**src/rtl/assert_macros.svh**
```systemverilog
// Assertion macros used by the top-level RTL file.
// Each macro expands to one labeled concurrent assertion on a clock and an active-low reset.
`ifndef ASSERT_MACROS_SVH
`define ASSERT_MACROS_SVH

// Same-cycle implication: whenever ante holds, cons holds too.
`define ASSERT_IMPL(label, clk, rst_n, ante, cons) \
  label: assert property (@(posedge clk) disable iff (!rst_n) (ante) |-> (cons)) \
    else $error("implication check failed");

// Next-cycle implication: whenever ante holds, cons holds in the next cycle.
`define ASSERT_NEXT(label, clk, rst_n, ante, cons) \
  label: assert property (@(posedge clk) disable iff (!rst_n) (ante) |=> (cons)) \
    else $error("next-cycle check failed");

`endif

```
**src/rtl/hcbd_pkg.sv**
```systemverilog
// Package for the HTTP chunked body decoder: item types, status codes, character codes.
// No dependencies.
package hcbd_pkg;

  // Width of the chunk size counter.
  localparam int unsigned SizeBits = 32;

  localparam logic [1:0] StBusy  = 2'd0;
  localparam logic [1:0] StDone  = 2'd1;
  localparam logic [1:0] StError = 2'd2;

  localparam logic [7:0] ChLf = 8'h0A;

  typedef struct packed {
    logic [7:0] in_byte;
    logic       restart;
  } in_item_t;

  typedef struct packed {
    logic [7:0] payload_byte;
    logic       payload_valid;
    logic [1:0] status;
  } out_item_t;

endpackage

```
**src/rtl/hcbd_parser.sv**
```systemverilog
// Chunked-body parser state and per-byte decode logic.
// Depends on hcbd_pkg. The result is combinational; the state advances on step_i.
module hcbd_parser import hcbd_pkg::*; (
  input  logic      clk_i,
  input  logic      rst_ni,
  input  logic      step_i,
  input  in_item_t  item_i,
  output out_item_t result_o
);

  typedef enum logic [2:0] {
    PhSize  = 3'd0,
    PhData  = 3'd1,
    PhDelim = 3'd2,
    PhDone  = 3'd3,
    PhError = 3'd4
  } phase_e;

  phase_e                phase_q, phase_d, phase_c;
  logic [SizeBits-1:0]   rem_q, rem_d, rem_c, rem_dec;
  logic                  past_hex_q, past_hex_d, past_hex_c;
  logic                  delim_seen_q, delim_seen_d, delim_seen_c;
  logic                  is_hex;
  logic [3:0]            hex_val;
  logic                  valid;
  logic [1:0]            status;

  // Decode one ASCII hex digit, either case.
  always_comb begin
    is_hex  = 1'b1;
    hex_val = 4'd0;
    if (item_i.in_byte inside {[8'h30:8'h39]}) begin
      hex_val = item_i.in_byte[3:0];
    end else if (item_i.in_byte inside {[8'h41:8'h46], [8'h61:8'h66]}) begin
      hex_val = item_i.in_byte[3:0] + 4'd9;
    end else begin
      is_hex = 1'b0;
    end
  end

  always_comb begin
    // restart acts before this byte
    phase_c      = item_i.restart ? PhSize : phase_q;
    rem_c        = item_i.restart ? '0 : rem_q;
    past_hex_c   = item_i.restart ? 1'b0 : past_hex_q;
    delim_seen_c = item_i.restart ? 1'b0 : delim_seen_q;

    phase_d      = phase_c;
    rem_d        = rem_c;
    past_hex_d   = past_hex_c;
    delim_seen_d = delim_seen_c;
    rem_dec      = rem_c - SizeBits'(1);
    valid        = 1'b0;
    status       = StBusy;

    case (phase_c)
      PhSize: begin
        if (item_i.in_byte == ChLf) begin
          past_hex_d = 1'b0;
          if (rem_c == '0) begin
            phase_d = PhDone;
            status  = StDone;
          end else begin
            phase_d = PhData;
          end
        end else if (!past_hex_c) begin
          if (!is_hex) begin
            past_hex_d = 1'b1;
          end else if (rem_c[SizeBits-1 -: 4] != 4'd0) begin
            // next digit would overflow the counter
            phase_d = PhError;
            status  = StError;
          end else begin
            rem_d = {rem_c[SizeBits-5:0], hex_val};
          end
        end
      end
      PhData: begin
        valid = 1'b1;
        rem_d = rem_dec;
        if (rem_dec == '0) begin
          phase_d      = PhDelim;
          delim_seen_d = 1'b0;
        end
      end
      PhDelim: begin
        if (item_i.in_byte == ChLf) begin
          phase_d      = PhSize;
          rem_d        = '0;
          past_hex_d   = 1'b0;
          delim_seen_d = 1'b0;
        end else if (!delim_seen_c) begin
          delim_seen_d = 1'b1;
        end else begin
          phase_d = PhError;
          status  = StError;
        end
      end
      PhDone: begin
        status = StDone;
      end
      default: begin
        status = StError;
      end
    endcase

    result_o.payload_byte  = valid ? item_i.in_byte : 8'd0;
    result_o.payload_valid = valid;
    result_o.status        = status;
  end

  always_ff @(posedge clk_i or negedge rst_ni) begin
    if (!rst_ni) begin
      phase_q      <= PhSize;
      rem_q        <= '0;
      past_hex_q   <= 1'b0;
      delim_seen_q <= 1'b0;
    end else if (step_i) begin
      phase_q      <= phase_d;
      rem_q        <= rem_d;
      past_hex_q   <= past_hex_d;
      delim_seen_q <= delim_seen_d;
    end
  end

endmodule

```
**src/rtl/http_chunked_body_decoder_top.sv**
```systemverilog
// Top level of the HTTP chunked body decoder: input register, parser, result register.
// Depends on hcbd_pkg, hcbd_parser and assert_macros.svh.
//
// Usage: feed the raw chunked body one byte per item on the input channel
// (in_valid_i / in_ready_o / in_item_i). Set restart in an item to begin a new
// body with that byte. Every input item yields exactly one result item on the
// output channel (out_valid_o / out_ready_i / out_item_o): payload_valid marks
// a data byte, status reports in progress, body done or format error.
// Path: an accepted item is held in the input register, its result is then loaded
// into the result register and offered there; a stall on the output keeps the item
// in the input register until the result register is free.
// Throughput: one item per cycle if not stalled; the per-byte decode (shift-in
// of a hex digit or a counter decrement) is one pass of logic between both registers.
// Stall: while the result register is held by the receiver, the input register
// keeps its item, or takes one if it was empty; after that the input channel
// takes no further item until the result register drains.
// Reset: both registers empty, parser at the start of a size line with a zero count.
`include "assert_macros.svh"
module http_chunked_body_decoder_top import hcbd_pkg::*; (
  input  logic      clk_i,
  input  logic      rst_ni,
  input  logic      in_valid_i,
  output logic      in_ready_o,
  input  in_item_t  in_item_i,
  output logic      out_valid_o,
  input  logic      out_ready_i,
  output out_item_t out_item_o
);

  in_item_t  in_item_q;
  logic      in_valid_q, in_valid_d;
  out_item_t out_item_q;
  out_item_t result;
  logic      out_valid_q, out_valid_d;
  logic      advance;

  // Move the held item through the parser when the result register is free.
  assign advance    = in_valid_q && (!out_valid_q || out_ready_i);
  assign in_ready_o = !in_valid_q || advance;

  assign in_valid_d  = in_ready_o ? in_valid_i : in_valid_q;
  assign out_valid_d = advance || (out_valid_q && !out_ready_i);

  hcbd_parser u_parser (
    .clk_i    (clk_i),
    .rst_ni   (rst_ni),
    .step_i   (advance),
    .item_i   (in_item_q),
    .result_o (result)
  );

  always_ff @(posedge clk_i or negedge rst_ni) begin
    if (!rst_ni) begin
      in_valid_q  <= 1'b0;
      out_valid_q <= 1'b0;
    end else begin
      in_valid_q  <= in_valid_d;
      out_valid_q <= out_valid_d;
    end
  end

  always_ff @(posedge clk_i) begin
    if (in_valid_i && in_ready_o) begin
      in_item_q <= in_item_i;
    end
    if (advance) begin
      out_item_q <= result;
    end
  end

  assign out_valid_o = out_valid_q;
  assign out_item_o  = out_item_q;

  `ASSERT_IMPL(a_data_busy, clk_i, rst_ni, out_valid_o && out_item_o.payload_valid,
    out_item_o.status == StBusy)
  `ASSERT_IMPL(a_nondata_zero, clk_i, rst_ni, out_valid_o && !out_item_o.payload_valid,
    out_item_o.payload_byte == 8'd0)
  `ASSERT_NEXT(a_hold_input, clk_i, rst_ni, in_valid_q && !advance, in_valid_q)
  `ASSERT_NEXT(a_result_loaded, clk_i, rst_ni, advance, out_valid_q)

endmodule

```
**config.mk**
```make
export PLATFORM = sky130hd
export DESIGN_NAME = http_chunked_body_decoder_top
export DESIGN_NICKNAME = d
export VERILOG_FILES = /design/src/rtl/hcbd_pkg.sv /design/src/rtl/hcbd_parser.sv /design/src/rtl/http_chunked_body_decoder_top.sv
export VERILOG_INCLUDE_DIRS = /design/src /design/src/rtl
export SDC_FILE = /design/constraint.sdc
export NUM_CORES = 1
export LEC_CHECK = 0
export ABC_AREA = 1
export BUFFER_PORTS_ARGS = -buffer_cell sky130_fd_sc_hd__buf_2
export CORE_ASPECT_RATIO = 1.25
export CORE_MARGIN = 2
export CORE_UTILIZATION = 25
export CTS_CLUSTER_SIZE = 30
export DETAILED_ROUTE_END_ITERATION = 10
export PLACE_DENSITY = 0.38
export SLEW_MARGIN = 30
export SYNTH_ARGS = -nofsm -noshare
export SYNTH_HDL_FRONTEND = slang
export SYNTH_HIERARCHICAL = 1
export SYNTH_SLANG_ARGS = --single-unit
```
**constraint.sdc**
```tcl
create_clock -name clk_i -period 2.44 [get_ports clk_i]
set_input_delay 0.122 -clock clk_i [delete_from_list [all_inputs] [get_ports clk_i]]
set_output_delay 0.122 -clock clk_i [all_outputs]
set_load 0.02 [all_outputs]
```
==> results.yml <==
run_status:
  status: "finished, violations left"
  violations: "negative setup slack"
drt:
  vias_per_cell: 5.00
  post_drt_wl_per_cell_microns: 18.2
  drt_pass1_iterations: 5
  drc: 0
  final_antenna_net_count: 0
  first_iter_violations: 368
  wl_mm: 19.4
  routed-via-count: 5325
yosys:
  syn-cell-area_sq_um: 4850
  synth-seq-cells: 59
  avgSynthCellArea_sq_um: 6.69
  syn-num-nets: 744
  yosysUniqueCellTypes: 42
  syn_inst: 725
  synthArstFlopShare: 0.661
  synth_edf_count: 20
  synth_top_flop_cell: "dfrtp_1"
  yosys_warnings: 6
  ys_seq_area_frac: 0.325
cells_and_area:
  multi_input_area_sq_um: 2990
  layout_common_cells: "nand2_1, nor2_1, inv_1, buf_4, dfrtp_1"
  final_common_cell: "nand2_1"
  final_area_sq_um: 6360
  syn2layout_area_growth_pct: 31.2
  sequential_cell_area_sq_um: 1580
  nNetsFinal: 846
  num_antenna_cells: 0
  drive_above_1_share: 0.269
  nFillCells: 2089
run:
  maxCapViolCount: 0
timing:
  setup_violations: 2
  finalSetupTns_ns: -0.0275
  whs_ns: 0.0512
  setup_ws_ns: -0.0198
  slew_violations: 0
  skew_ns: 0.00690
  slew_headroom: 0.665
  rsz0062_at_grt: "true"
  finalCritPeriodShare: 1.01
  min_period_ns: 2.46
  tightest_slew_ns: 0.503
  hold_viol_final: 0
  fmax_mhz: 407
clock_network:
  cts.path.max_buffers: 2
  htree_levels: 3
  cts_tree: "done"
  cts_root_buf: "clkbuf_16"
  clkSinkCount: 59
  numCtsBuffers: 9
  clkSlewWorstSetupHoldPaths_ns: 0.06
  clkLatencyLatePin_ns: 0.34
placement:
  dp_slack_ns: -0.0365
  hpwl_mm: 14.9
  io_buffer_count: 25
  place_area_sq_um: 5690
  place.gp.congestion: 0.916
die:
  coreArea_sq_um: 18900
  initial_core_util: 0.256
  num_io_pins: 26
  die-area_sq_um: 20500
  die_x_microns: 129
  fp-row-count: 56
  die_y_microns: 160
worst_setup_path:
  cp_max_fo: 15
  crit_path_end_kind: "flip-flop"
  max_stage_delay_ns: 0.43
  reg2reg_slack_ns: -0.02
  crit_path_frequent_cell: "nand2_1"
  cp.required_ns: 2.67
  path_cells: "inv_4, bufbuf_16, nand2_1, nand2_2, nor2_4, buf_4, buf_4, nand4_1, nand2_1, nor2_1, nand2_1, nor2_2, nand3_2, nand2_2, nand3_2, o21ai_2, inv_2"
  critPathBufInv: 5
  cp-start-kind: "flip-flop"
  critPathKind: "reg2reg"
  worstPathArrival_ns: 2.69
  cp_top_family: "simple AND/OR/NAND/NOR gates"
  cp_slowest_cell: "edfxtp_1"
grt:
  grt_pass1_wl_mm: 30.3
  grt_usage: 0.194
  grt_max_degree: 62
  gr-total-overflow: 0
  antenna_found_initial: 0
  grt_pass1_vias: 5468
pwr:
  p_leak_uw: 0.00305
  ir_drop_v: 0.000375
  power_density_nw_per_um2: 902
  power_uw: 5740
min_path:
  hp-class: "in2reg"
==> power breakdown <==
part	internal, uW	total [uW]	switching [uW]
clock	783	1260	480
combinational	1070	2910	1840
sequential	1270	1570	293
total	3130	5740	2610
==> what timing repair did <==
item / CTS / global route
pin swaps: 3 / 12
cloned: 1 / 0
setup endpoints to repair: 3 / 20
endpoints found under the hold margin: 28 / 0
hold buffers: 11 / 0
resized for setup: 11 / 43
buffers inserted: 4 / 4
==> sequential cells by signal, indices dropped and copies added, names as in the netlist <==
name / flops
in_valid_q: 1
out_valid_o: 1
u_parser/rem_q: 32
u_parser/past_hex_q: 1
u_parser/phase_q: 3
out_item_o: 11
in_item_q: 9
u_parser/delim_seen_q: 1
==> through the flow <==
stage / utilization / std cells
after floorplan: - / 725
after global placement: 0.301 / 1028
after detailed placement: 0.301 / 1028
after CTS: 0.328 / 1060
after global routing: 0.336 / 1064
final: 0.336 / 1064
==> worst reg2reg max path: stages (launching register included) <==
cell and delay [ns]:
edfxtp_1 0.43, inv_4 0.15, bufbuf_16 0.33, nand2_1 0.10
nand2_2 0.11, nor2_4 0.06, buf_4 0.12, buf_4 0.12
nand4_1 0.09, nand2_1 0.10, nor2_1 0.11, nand2_1 0.09
nor2_2 0.15, nand3_2 0.13, nand2_2 0.09, nand3_2 0.07
o21ai_2 0.07, inv_2 0.03
==> cells by family after synthesis <==
logic type      count (synthesis)  synth area share
flops                          59             0.325
buf+inv                       109            0.0960
compound gates                129             0.172
simple gates                  416             0.381
fa+ha+maj                       6            0.0155
xor+xnor                        6            0.0108
==> path summary, 6_finish.rpt <==
| kind | startpoint | endpoint | cells after the start |
|---|---|---|---|
| setup reg to reg | in_item_q[0] | u_parser/phase_q[0] | 17 |
| hold / removal | out_ready_i | out_valid_o | 4 |
| hold reg to reg | u_parser/phase_q[0] | u_parser/phase_q[0] | 2 |
| max in group asynchronous | rst_ni | u_parser/phase_q[0] | 3 |
| setup / recovery | in_item_q[0] | u_parser/phase_q[0] | 17 |
| min in group asynchronous | rst_ni | u_parser/rem_q[13] | 2 |
==> cell usage after synthesis (2+ instances only) <==
| library cell | number | area (sq um) |
|---|---|---|
| o21ai_2 | 8 | 70.1 |
| inv_2 | 12 | 45.0 |
| nor2_1 | 96 | 360 |
| nand3_2 | 6 | 60.1 |
| o22ai_1 | 13 | 81.3 |
| dfrtp_1 | 39 | 976 |
| o21ai_1 | 10 | 50.1 |
| nand3_1 | 32 | 160 |
| nand2_4 | 8 | 90.1 |
| o2111ai_1 | 2 | 17.5 |
| xor2_1 | 5 | 43.8 |
| inv_1 | 75 | 282 |
| nand2_2 | 14 | 87.6 |
| buf_6 | 4 | 45.0 |
| ha_1 | 6 | 75.1 |
| buf_2 | 2 | 10.0 |
| clkbuf_1 | 13 | 48.8 |
| o21ai_0 | 30 | 150 |
| nor2_2 | 11 | 68.8 |
| nand2_1 | 228 | 856 |
| nand4_1 | 11 | 68.8 |
| a21oi_1 | 30 | 150 |
| o211ai_1 | 8 | 60.1 |
| a221oi_1 | 3 | 26.3 |
| buf_4 | 2 | 15.0 |
| a41oi_1 | 14 | 123 |
| o221ai_1 | 4 | 35.0 |
| edfxtp_1 | 20 | 601 |
| nor3_2 | 2 | 20.0 |
| nor2_4 | 5 | 56.3 |
==> per-layer routing <==
metal | share of wire | GRT usage | wire length, microns
met1 | 0.39 | 0.216 | 7590
met2 | 0.52 | 0.351 | 10000
met3 | 0.039 | 0.0308 | 763
met4 | 0.050 | 0.0988 | 971
met5 | 0 | 0 | 0
==> final cells by class <==
type | count | area share
clock buffer | 10 | 0.0360
clock inverter | 6 | 0.00904
inverter | 87 | 0.0521
tap | 232 | 0.0456
timing repair buffer | 113 | 0.140
multi-input combinational | 557 | 0.470
sequential | 59 | 0.248
No activity file was read; power rests on OpenSTA's default activity.
